$ cat src/design/gha_pkg.sv
package gha_pkg;

    // Sizes of the slot space and the handle fields
    localparam int SLOTS   = 128;
    localparam int SLOT_W  = 7;
    localparam int GEN_W   = 16;
    localparam int CNT_W   = 8;

    // Command queue between front and back
    localparam int Q_DEPTH = 2;
    localparam int Q_PTR_W = 1;
    localparam int Q_CNT_W = 2;

    localparam logic [CNT_W-1:0] SLOTS_CNT = CNT_W'(SLOTS);

    typedef enum logic [1:0] {
        OP_ALLOC   = 2'd0,
        OP_RELEASE = 2'd1,
        OP_QUERY   = 2'd2,
        OP_NONE    = 2'd3
    } op_t;

    typedef enum logic [1:0] {
        ST_OK      = 2'd0,
        ST_NO_FREE = 2'd1,
        ST_FULL    = 2'd2,
        ST_STALE   = 2'd3
    } status_t;

    typedef struct packed {
        op_t                op;
        logic [SLOT_W-1:0]  slot;
        logic [GEN_W-1:0]   gen;
    } cmd_t;

    typedef struct packed {
        logic push;
        logic pop;
    } q_ctrl_t;

    typedef struct packed {
        logic full;
        logic empty;
    } q_stat_t;

endpackage

$ cat src/design/generational_handle_allocator.sv
// Sequence: an accepted item waits in the two-entry command queue, then the back end pops it
// and steps through its stack read, generation read (plus a slot 0 read for a stale query)
// and result hand-off steps, raising out_valid once the result is registered.
// The back end takes no new command until the result is taken; the queue accepts meanwhile.
// Reset (rst_n, async, active low): every slot free, stack entry i holds i,
// all generations zero, queue empty; per-entry valid bits make this immediate.
module generational_handle_allocator (
    input  logic                       clk,
    input  logic                       rst_n,
    input  logic                       in_valid,
    output logic                       in_ready,
    input  logic [1:0]                 op,
    input  logic [gha_pkg::SLOT_W-1:0] slot_in,
    input  logic [gha_pkg::GEN_W-1:0]  gen_in,
    output logic                       out_valid,
    input  logic                       out_ready,
    output logic [gha_pkg::SLOT_W-1:0] slot_out,
    output logic [gha_pkg::GEN_W-1:0]  gen_out,
    output logic [1:0]                 status,
    output logic [gha_pkg::CNT_W-1:0]  live_count
);
    import gha_pkg::*;

    q_ctrl_t q_ctrl;
    q_stat_t q_stat;
    cmd_t    q_wdata;
    cmd_t    q_rdata;
    logic    q_push;
    logic    q_pop;

    assign q_ctrl.push = q_push;
    assign q_ctrl.pop  = q_pop;

    // Accept and classify items
    gha_front u_front (
        .in_valid (in_valid),
        .in_ready (in_ready),
        .op       (op),
        .slot_in  (slot_in),
        .gen_in   (gen_in),
        .q_stat   (q_stat),
        .q_push   (q_push),
        .q_wdata  (q_wdata)
    );

    // Buffer commands between front and back
    gha_queue u_queue (
        .clk   (clk),
        .rst_n (rst_n),
        .ctrl  (q_ctrl),
        .wdata (q_wdata),
        .rdata (q_rdata),
        .stat  (q_stat)
    );

    // Carry out commands against the free stack and generation table
    gha_back u_back (
        .clk        (clk),
        .rst_n      (rst_n),
        .q_rdata    (q_rdata),
        .q_stat     (q_stat),
        .q_pop      (q_pop),
        .out_valid  (out_valid),
        .out_ready  (out_ready),
        .slot_out   (slot_out),
        .gen_out    (gen_out),
        .status     (status),
        .live_count (live_count)
    );

endmodule

$ cat src/design/gha_front.sv
module gha_front (
    input  logic                      in_valid,
    output logic                      in_ready,
    input  logic [1:0]                op,
    input  logic [gha_pkg::SLOT_W-1:0] slot_in,
    input  logic [gha_pkg::GEN_W-1:0]  gen_in,
    input  gha_pkg::q_stat_t          q_stat,
    output logic                      q_push,
    output gha_pkg::cmd_t             q_wdata
);
    import gha_pkg::*;

    op_t kind;

    // Accept an item whenever the queue has room
    assign in_ready = !q_stat.full;
    assign q_push   = in_valid && !q_stat.full;

    // Classify the operation; only a query carries a generation onward
    always_comb
    begin
        kind = op_t'(op);
        q_wdata.op   = kind;
        q_wdata.slot = '0;
        q_wdata.gen  = '0;
        unique case (kind)
            OP_ALLOC:
            begin
            end
            OP_RELEASE:
            begin
                q_wdata.slot = slot_in;
            end
            OP_QUERY:
            begin
                q_wdata.slot = slot_in;
                q_wdata.gen  = gen_in;
            end
            default:
            begin
            end
        endcase
    end

endmodule

$ cat src/design/gha_queue.sv
module gha_queue (
    input  logic               clk,
    input  logic               rst_n,
    input  gha_pkg::q_ctrl_t   ctrl,
    input  gha_pkg::cmd_t      wdata,
    output gha_pkg::cmd_t      rdata,
    output gha_pkg::q_stat_t   stat
);
    import gha_pkg::*;

    cmd_t               mem_reg [Q_DEPTH];
    logic [Q_PTR_W-1:0] wr_ptr_reg;
    logic [Q_PTR_W-1:0] rd_ptr_reg;
    logic [Q_CNT_W-1:0] count_reg;
    logic               do_push;
    logic               do_pop;

    assign stat.full  = (count_reg == Q_CNT_W'(Q_DEPTH));
    assign stat.empty = (count_reg == '0);
    assign do_push    = ctrl.push && !stat.full;
    assign do_pop     = ctrl.pop && !stat.empty;
    assign rdata      = mem_reg[rd_ptr_reg];

    // Store pushed items
    always_ff @(posedge clk)
    begin
        if (do_push)
        begin
            mem_reg[wr_ptr_reg] <= wdata;
        end
    end

    // Advance pointers and track occupancy
    always_ff @(posedge clk or negedge rst_n)
    begin
        if (!rst_n)
        begin
            wr_ptr_reg <= '0;
            rd_ptr_reg <= '0;
            count_reg  <= '0;
        end
        else
        begin
            if (do_push)
            begin
                wr_ptr_reg <= wr_ptr_reg + 1'b1;
            end
            if (do_pop)
            begin
                rd_ptr_reg <= rd_ptr_reg + 1'b1;
            end
            case ({do_push, do_pop})
                2'b10:   count_reg <= count_reg + 1'b1;
                2'b01:   count_reg <= count_reg - 1'b1;
                default: count_reg <= count_reg;
            endcase
        end
    end

endmodule

$ cat src/design/gha_back.sv
module gha_back (
    input  logic                       clk,
    input  logic                       rst_n,
    input  gha_pkg::cmd_t              q_rdata,
    input  gha_pkg::q_stat_t           q_stat,
    output logic                       q_pop,
    output logic                       out_valid,
    input  logic                       out_ready,
    output logic [gha_pkg::SLOT_W-1:0] slot_out,
    output logic [gha_pkg::GEN_W-1:0]  gen_out,
    output logic [1:0]                 status,
    output logic [gha_pkg::CNT_W-1:0]  live_count
);
    import gha_pkg::*;

    typedef enum logic [2:0] {
        S_IDLE,
        S_STK,
        S_GEN,
        S_G0,
        S_OUT
    } state_t;

    state_t             state_reg;
    cmd_t               cmd_reg;
    logic [CNT_W-1:0]   free_count_reg;
    logic [CNT_W-1:0]   free_count_next;
    logic [SLOTS-1:0]   stk_vld_reg;
    logic [SLOTS-1:0]   gen_vld_reg;
    logic               stk_hit_reg;
    logic               gen_hit_reg;
    logic [SLOT_W-1:0]  stk_top_reg;
    logic [SLOT_W-1:0]  stk_rdata_reg;
    logic [GEN_W-1:0]   gen_rdata_reg;
    logic [SLOT_W-1:0]  slot_out_reg;
    logic [GEN_W-1:0]   gen_out_reg;
    status_t            status_reg;
    logic [CNT_W-1:0]   live_reg;
    logic               out_valid_reg;

    logic [SLOT_W-1:0]  stk_mem [SLOTS];
    logic [GEN_W-1:0]   gen_mem [SLOTS];

    logic [CNT_W-1:0]   top_wide;
    logic [SLOT_W-1:0]  stk_top;
    logic [SLOT_W-1:0]  gen_raddr;
    logic [SLOT_W-1:0]  stk_q;
    logic [GEN_W-1:0]   gen_q;
    logic [GEN_W-1:0]   gen_inc;
    logic               stk_we;
    logic               gen_we;
    logic               need_g0;
    logic [SLOT_W-1:0]  res_slot;
    logic [GEN_W-1:0]   res_gen;
    status_t            res_status;

    assign top_wide  = free_count_reg - 1'b1;
    assign stk_top   = top_wide[SLOT_W-1:0];
    assign stk_q     = stk_hit_reg ? stk_rdata_reg : stk_top_reg;
    assign gen_q     = gen_hit_reg ? gen_rdata_reg : '0;
    assign gen_inc   = gen_q + 1'b1;
    assign q_pop     = (state_reg == S_IDLE) && !q_stat.empty;

    // Pick the generation address: the popped slot, the handle slot, or slot 0
    always_comb
    begin
        gen_raddr = cmd_reg.slot;
        if (state_reg == S_GEN)
        begin
            gen_raddr = '0;
        end
        else if (cmd_reg.op == OP_ALLOC)
        begin
            gen_raddr = stk_q;
        end
    end

    // Execute the command once both reads are back
    always_comb
    begin
        free_count_next = free_count_reg;
        stk_we     = 1'b0;
        gen_we     = 1'b0;
        need_g0    = 1'b0;
        res_slot   = '0;
        res_gen    = '0;
        res_status = ST_OK;
        unique case (cmd_reg.op)
            OP_ALLOC:
            begin
                if (free_count_reg == '0)
                begin
                    res_status = ST_NO_FREE;
                end
                else
                begin
                    free_count_next = free_count_reg - 1'b1;
                    res_slot = stk_q;
                    res_gen  = gen_q;
                end
            end
            OP_RELEASE:
            begin
                res_slot = cmd_reg.slot;
                if (free_count_reg == SLOTS_CNT)
                begin
                    res_gen    = gen_q;
                    res_status = ST_FULL;
                end
                else
                begin
                    free_count_next = free_count_reg + 1'b1;
                    stk_we  = 1'b1;
                    gen_we  = 1'b1;
                    res_gen = gen_inc;
                end
            end
            OP_QUERY:
            begin
                if (gen_q == cmd_reg.gen)
                begin
                    res_slot = cmd_reg.slot;
                    res_gen  = gen_q;
                end
                else
                begin
                    need_g0 = 1'b1;
                end
            end
            default:
            begin
            end
        endcase
        if (state_reg != S_GEN)
        begin
            free_count_next = free_count_reg;
            stk_we  = 1'b0;
            gen_we  = 1'b0;
            need_g0 = 1'b0;
        end
    end

    // Stack and generation memories with registered reads
    always_ff @(posedge clk)
    begin
        if (stk_we)
        begin
            stk_mem[free_count_reg[SLOT_W-1:0]] <= cmd_reg.slot;
        end
        if (gen_we)
        begin
            gen_mem[cmd_reg.slot] <= gen_inc;
        end
        stk_rdata_reg <= stk_mem[stk_top];
        gen_rdata_reg <= gen_mem[gen_raddr];
    end

    // Sequence the command and hold the result until taken
    always_ff @(posedge clk or negedge rst_n)
    begin
        if (!rst_n)
        begin
            state_reg      <= S_IDLE;
            free_count_reg <= SLOTS_CNT;
            stk_vld_reg    <= '0;
            gen_vld_reg    <= '0;
            stk_hit_reg    <= 1'b0;
            gen_hit_reg    <= 1'b0;
            stk_top_reg    <= '0;
            out_valid_reg  <= 1'b0;
            cmd_reg        <= '0;
            slot_out_reg   <= '0;
            gen_out_reg    <= '0;
            status_reg     <= ST_OK;
            live_reg       <= '0;
        end
        else
        begin
            stk_hit_reg <= stk_vld_reg[stk_top];
            stk_top_reg <= stk_top;
            gen_hit_reg <= gen_vld_reg[gen_raddr];
            free_count_reg <= free_count_next;
            if (stk_we)
            begin
                stk_vld_reg[free_count_reg[SLOT_W-1:0]] <= 1'b1;
            end
            if (gen_we)
            begin
                gen_vld_reg[cmd_reg.slot] <= 1'b1;
            end
            unique case (state_reg)
                S_IDLE:
                begin
                    if (!q_stat.empty)
                    begin
                        cmd_reg   <= q_rdata;
                        state_reg <= S_STK;
                    end
                end
                S_STK:
                begin
                    state_reg <= S_GEN;
                end
                S_GEN:
                begin
                    if (need_g0)
                    begin
                        state_reg <= S_G0;
                    end
                    else
                    begin
                        slot_out_reg  <= res_slot;
                        gen_out_reg   <= res_gen;
                        status_reg    <= res_status;
                        live_reg      <= SLOTS_CNT - free_count_next;
                        out_valid_reg <= 1'b1;
                        state_reg     <= S_OUT;
                    end
                end
                S_G0:
                begin
                    slot_out_reg  <= '0;
                    gen_out_reg   <= gen_q;
                    status_reg    <= ST_STALE;
                    live_reg      <= SLOTS_CNT - free_count_reg;
                    out_valid_reg <= 1'b1;
                    state_reg     <= S_OUT;
                end
                S_OUT:
                begin
                    if (out_ready)
                    begin
                        out_valid_reg <= 1'b0;
                        state_reg     <= S_IDLE;
                    end
                end
                default:
                begin
                    state_reg <= S_IDLE;
                end
            endcase
        end
    end

    assign out_valid  = out_valid_reg;
    assign slot_out   = slot_out_reg;
    assign gen_out    = gen_out_reg;
    assign status     = status_reg;
    assign live_count = live_reg;

endmodule

$ cat config.mk
export PLATFORM = sky130hd
export DESIGN_NAME = generational_handle_allocator
export DESIGN_NICKNAME = d
export VERILOG_FILES = /design/src/design/gha_pkg.sv /design/src/design/generational_handle_allocator.sv /design/src/design/gha_front.sv /design/src/design/gha_queue.sv /design/src/design/gha_back.sv
export SDC_FILE = /design/constraint.sdc
export NUM_CORES = 2
export LEC_CHECK = 0
export BUFFER_PORTS_ARGS = -buffer_cell sky130_fd_sc_hd__buf_2
export CAP_MARGIN = 20
export CORE_UTILIZATION = 45
export CTS_CLUSTER_SIZE = 30
export DETAILED_ROUTE_END_ITERATION = 8
export PLACE_DENSITY_LB_ADDON = 0.15
export SYNTH_ARGS = -nofsm -noshare
export SYNTH_HDL_FRONTEND = slang
export SYNTH_SLANG_ARGS = --single-unit
$ cat constraint.sdc
create_clock -name clk -period 23.5 [get_ports clk]
set_input_delay 2.35 -clock clk [delete_from_list [all_inputs] [get_ports clk]]
set_output_delay 2.35 -clock clk [all_outputs]
set_load 0.02 [all_outputs]
### Word-level counts from Yosys, hierarchy flattened

Memories as Yosys holds them, arrays and structs flattened. A register that Yosys moved wholly into a read port is not among the register bits.
Cells that the tools add are included.

* register bits after elaboration: 314
* memory bits (writable): 2994
* input port bits: 29
* word-level logic and storage cells: 128
* memories: 3

* $add $sub $neg: 9
* magnitude comparators: 6
* equality and inequality tests: 17
* muxes and demuxes: 54
* bitwise logic cells: 3
* reductions and logical operators: 21

Memory list
* u_back.gen_mem: words 128, bits a word 16, rd ports 1, clocked after Yosys merged registers in 1, write ports 1, RTL line gha_back.sv:42 `logic [GEN_W-1:0] gen_mem [SLOTS];`
* u_back.stk_mem: words 128, bits a word 7, rd ports 1, clocked after Yosys merged registers in 1, write ports 1, RTL line gha_back.sv:41 `logic [SLOT_W-1:0] stk_mem [SLOTS];`
* u_queue.mem_reg: words 2, bits a word 25, rd ports 1, clocked after Yosys merged registers in 1, write ports 1, RTL line gha_queue.sv:11 `cmd_t mem_reg [Q_DEPTH];`

Operators with widths (count)
* $or 128x128->128: 2
* $mux 16: 6
* $mux 7: 7
* $pmux 16 s3: 1
* $lt 7x8->1 const B: 4
* $mux 8: 4
* $pmux 16 s2: 1
* $pmux 8 s2: 2
* $pmux 7 s3: 1
* $mux 1: 17
* $add 16x1->16 const B: 1
* $eq 16x16->1: 1
* $sub 8x8->8 const A: 2
* $pmux 3 s5: 1
* $bmux 1 s7: 2
* $demux 1 s7: 2
* $ge 7x1->1 const B: 2
* $pmux 7 s2: 1
* $pmux 2 s2: 3
* $mux 3: 3
* $add 8x1->8 const B: 1
* $eq 2x2->1 const B: 4
* $eq 8x8->1 const B: 1
* $logic_not 8->1: 1
* other kinds (22): 40

### Logic depth before layout (Yosys ltp)

* depth after elaboration: 7
* mapped depth: 14
* depth with buffers taken out: 12

### By module

Synthesis repeated with hierarchy kept, for this count alone.

* cell total of the unflattened synthesis: 8328
* area, all modules: 132268.1 um2

Modules (own cells, without submodules)
* gha_back: times used 1, cells each 8202, area each 129954.6 um2, sequential area each 97249.5 um2
* gha_queue: times used 1, cells each 96, area each 2102.0 um2, sequential area each 1601.5 um2
* gha_front: times used 1, cells each 30, area each 211.5 um2, sequential area each 0.0 um2

### Least setup slack after synthesis

OpenSTA, ideal clock, no wires.

* path kind: reg-to-reg
* start point: register u_back.gen_hit_reg
* end point: memory u_back.gen_mem[0][10] (data pin)
* data arrival time: 6.699 ns
* slack: 15.867 ns
* stages on the path, launching flop included: 9
* period minus slack after synthesis: 7.633 ns
* cell sequence: dfrtp_1 -> clkbuf_1 -> nand2_1 -> inv_1 -> ha_1 -> nand3_1 -> or3_1 -> nor2_1 -> xnor2_1

* word-level cells in the longest chain between the ends: 2

RTL lines
* from (decl): RTL line gha_back.sv:31 `logic gen_hit_reg;`
* from (signal assigned): RTL line gha_back.sv:181 `gen_hit_reg <= gen_vld_reg[gen_raddr];`
* $mux 16: RTL line gha_back.sv:60 `assign gen_q = gen_hit_reg ? gen_rdata_reg : '0;`
* $add 16x1->16: RTL line gha_back.sv:61 `assign gen_inc = gen_q + 1'b1;`
* named net u_back.gen_inc[10]: RTL line gha_back.sv:49 `logic [GEN_W-1:0] gen_inc;`
* to (decl): RTL line gha_back.sv:42

The timed path passes the listed nets, and every way through them passes these cells.

### Final worst setup path

* start point: register u_back.cmd_reg[23] (netlist name)
* end point: register u_back.gen_rdata_reg[1], read port of u_back.gen_mem

* word-level cells in the longest chain between the ends: 3

RTL lines
* from (decl): RTL line gha_back.sv:25 `cmd_t cmd_reg;`
* from (signal assigned): RTL line gha_back.sv:196 `cmd_reg <= q_rdata;`
* $logic_not 2->1: RTL line gha_back.sv:72 `else if (cmd_reg.op == OP_ALLOC)`
* $mux 7: RTL line gha_back.sv:72
* $mux 7: RTL line gha_back.sv:68 `if (state_reg == S_GEN)`
* to (decl): RTL line gha_back.sv:34 `logic [GEN_W-1:0] gen_rdata_reg;`

No other way between the ends.
A chain may end at the register's enable or synchronous reset.

==> results_dict.tcl <==
set metrics [dict create \
    synth-main-ff-cell "edfxtp_1" \
    slew_violations 0 \
    syn_nets 8791 \
    numClockSinks 3356 \
    drc 0 \
    port_buffers 63 \
    rsz0062_at_grt "false" \
    muxShareOfSynthArea_pct 7.021 \
    reg2reg_slack_ps 17610 \
    ys_ff_latch 3356 \
    critPathKind "reg2reg" \
    grt_pass1_vias 77070 \
    die_x_um 544.2 \
    yosysSeqAreaShare_pct 74.72 \
    drt_first_pass_iters 7 \
    dieArea_um2 296200 \
    p_leak_uw 0.05206 \
    clockRootBuffer "clkbuf_16" \
    area_growth_syn_to_layout_pct 13.31 \
    num-fill-cells 24050 \
    cp-start-kind "flip-flop" \
    r2r-start "u_back.cmd_reg[23]$_DFFE_PN0P_" \
    seqCellArea_um2 98880 \
    clk_pin_slew_ps 60 \
    dp_hpwl_mm 239.6 \
    crit_fanout 43 \
    required_ps 24170 \
    crit_slowest_cell "a31oi_1" \
    hold_buffers 0 \
    synth_top_area_share_pct 67.96 \
    cts_buffer_depth 4 \
    synth-simple-area-share_pct 10.33 \
    synth_cells 8756 \
    grt_usage_pct 27.08 \
    arrival_ps 6560 \
    met3_usage_pct 4.616 \
    via_per_inst 6.044 \
    synth_xor_area_share_pct 0.2582 \
    synth_fa_ha_area_share_pct 0.05675 \
    htree_levels 5 \
    grt_max_degree 153 \
    drt-wirelength-per-cell_um 30.82 \
    max_stage_delay_ps 940 \
    fin_ws_ps 17610 \
    crit_chain "or2_1 -> o211ai_1 -> buf_4 -> buf_4 -> nor2_4 -> buf_4 -> buf_4 -> nand3_1 -> nand3_1 -> a31oi_1 -> a31oi_1 -> o2111ai_1" \
    rows 198 \
    yosys.area.top_type "edfxtp_1" \
    dp_cells 12490 \
    ir_drop_uv 212.3 \
    min_path_type "reg2reg" \
    largest_register_ffs 2048 \
    grt-ovfl-total 0 \
    synth_warnings 0 \
    met2_usage_pct 43.39 \
    drive_gt1_share_pct 17.23 \
    antenna_found_initial 9 \
    cts_made_buffers 345 \
    cts_tree "built" \
    synth_edf_count 2994 \
    cap_violations 0 \
    fin_util_pct 51.41 \
    r2r_cells 12 \
    synth_area_leaders "edfxtp_1, dfrtp_1, nand2_1, mux4_2, mux2i_1" \
    num_vias 79400 \
    post_cts_buffers 0 \
    start_util_pct 45.37 \
    regToRegEndpoint "u_back.gen_rdata_reg[1]$_DFF_P_" \
    ys_types 96 \
    tightest_slew_ps 1282 \
    cts_resized 0 \
    core_area_um2 291600 \
    async_flop_share_pct 10.10 \
    syn_area_um2 132300 \
    synth_top_family_by_area "simple AND/OR/NAND/NOR gates" \
    slew_headroom_pct 14.12 \
    finalSetupViolCount 0 \
    busiest_layer "met2" \
    dieHeight_um 544.2 \
    nets 8977 \
    gp_congestion 0.8830 \
    cp-startpoint "u_back.cmd_reg[23]$_DFFE_PN0P_" \
    ios 64 \
    place_ws_ps 17760 \
    synth_area_per_cell_um2 15.11 \
    cp_common_cell "buf_4" \
    initialDrtViolationCount 9364 \
    fin_cells 13140 \
    final-hold-violation-count 0 \
    tns_ps 0 \
    top_register "u_back.gen_mem" \
    fin_crit_sh_pct 25.07 \
    multi_input_area_um2 31510 \
    wl_mm 404.9 \
    worstSetupEndpointType "flip-flop" \
    grt_pass1_wl_mm 575.6 \
    run_status "finished, final reports clean" \
    power_density_nw_per_um2 153.9 \
    endpoint "u_back.gen_rdata_reg[1]$_DFF_P_" \
    grt_use_met1_pct 36.56 \
    min_period_ps 5891 \
    clock_skew_ps 51.59 \
    synth_compound_area_share_pct 5.737 \
    postRouteAntennaNets 0 \
    worstSkewPairLatency_ps 900 \
    fmax_ghz 0.1698 \
]
==> cells by family after synthesis <==
family,Yosys count
mux,598
fa+ha+maj,6
simple gates,3088
flops,3356
buf+inv,565
xor+xnor,39
compound gates,1104
==> per-layer routing <==
metal	vias to the layer above	wire length, µm
met2	3886	192100
met5	-	44
met4	6	19000
met1	40980	159200
li1	33750	-
met3	782	34500
==> worst max-delay path, delay by kind of cell (launching register included) <==
family	cells	cell delay, ps
simple gates	4	1190
flops	1	890
compound gates	4	1550
buf+inv	4	1950
==> worst min-delay path by stage <==
stage / startpoint / end / cells after the start
2_1_floorplan: u_back.gen_vld_reg[108]$_DFFE_PN0P_ / u_back.gen_vld_reg[108]$_DFFE_PN0P_ / 2
3_3_place_gp: u_back.gen_vld_reg[108]$_DFFE_PN0P_ / u_back.gen_vld_reg[108]$_DFFE_PN0P_ / 2
3_5_place_dp: u_back.stk_vld_reg[93]$_DFFE_PN0P_ / u_back.stk_vld_reg[93]$_DFFE_PN0P_ / 1
4_1_cts: u_back.stk_vld_reg[93]$_DFFE_PN0P_ / u_back.stk_vld_reg[93]$_DFFE_PN0P_ / 1
5_1_grt: u_back.stk_vld_reg[84]$_DFFE_PN0P_ / u_back.stk_vld_reg[84]$_DFFE_PN0P_ / 1
6_report: u_back.stk_vld_reg[25]$_DFFE_PN0P_ / u_back.stk_vld_reg[25]$_DFFE_PN0P_ / 1
==> synthesized netlist by cell type, types with 20 or more instances <==
master	number
o221ai_1	25
o22ai_1	96
a311oi_1	62
inv_1	20
a211oi_1	21
nor3_1	70
o2111ai_1	23
a32oi_1	38
dfrtp_1	338
a22oi_1	108
clkbuf_1	246
nor2_1	348
dfxtp_1	23
nand4_1	43
nand3_1	586
and3_1	64
buf_2	213
o211ai_1	29
and2_1	28
mux4_2	261
edfxtp_1	2994
mux2_2	30
buf_4	20
nand2_1	1616
mux2i_1	307
buf_1	62
a21oi_1	143
o21ai_0	156
or2_2	258
xnor2_1	21
a31oi_1	200
==> through the flow <==
step / area [µm²] / power (µW) / hold WS [ps]
after floorplan: 132300 / 13160 / 427.4
after global placement: 138000 / 17400 / 441.7
after detailed placement: 138300 / 17500 / 446.5
after CTS: 149800 / 23010 / 461.3
after global routing: 149900 / 23760 / 468.5
final: 149900 / 23070 / 461.0
==> layout make-up <==
class                   instances  share of cell area, %
flip-flops and latches       3356                  65.96
multi-input cells            4835                  21.02
clock buffers                 472                  6.534
well taps                    3900                  3.255
repair buffers                382                  2.043
clock inverters               162                  1.115
inverters                      22                0.05759
diodes                          8                0.01335
==> layout by cell type, fill, tap and decap left out, types with 45 or more instances in the layout <==
cell type / count
a22oi_1: 108
nand2_1: 1613
or2_2: 258
edfxtp_1: 2994
nor2_2: 59
clkinv_2: 54
buf_2: 65
buf_4: 282
nor3_1: 67
dfrtp_1: 330
clkbuf_16: 356
clkinv_1: 52
clkbuf_8: 45
nor2_1: 283
mux2i_1: 307
nand3_1: 583
o22ai_1: 96
mux4_2: 261
a31oi_1: 200
and3_1: 64
o21ai_0: 154
clkbuf_1: 71
a21oi_1: 141
a311oi_1: 62
==> power by group <==
part	switching [µW]	internal, µW	total, µW	leakage, µW
Clock	2290	3270	5560	0.00561
Sequential	292	7320	7610	0.0321
Combinational	7240	2650	9890	0.0143
No activity file was read; power rests on OpenSTA's default activity.
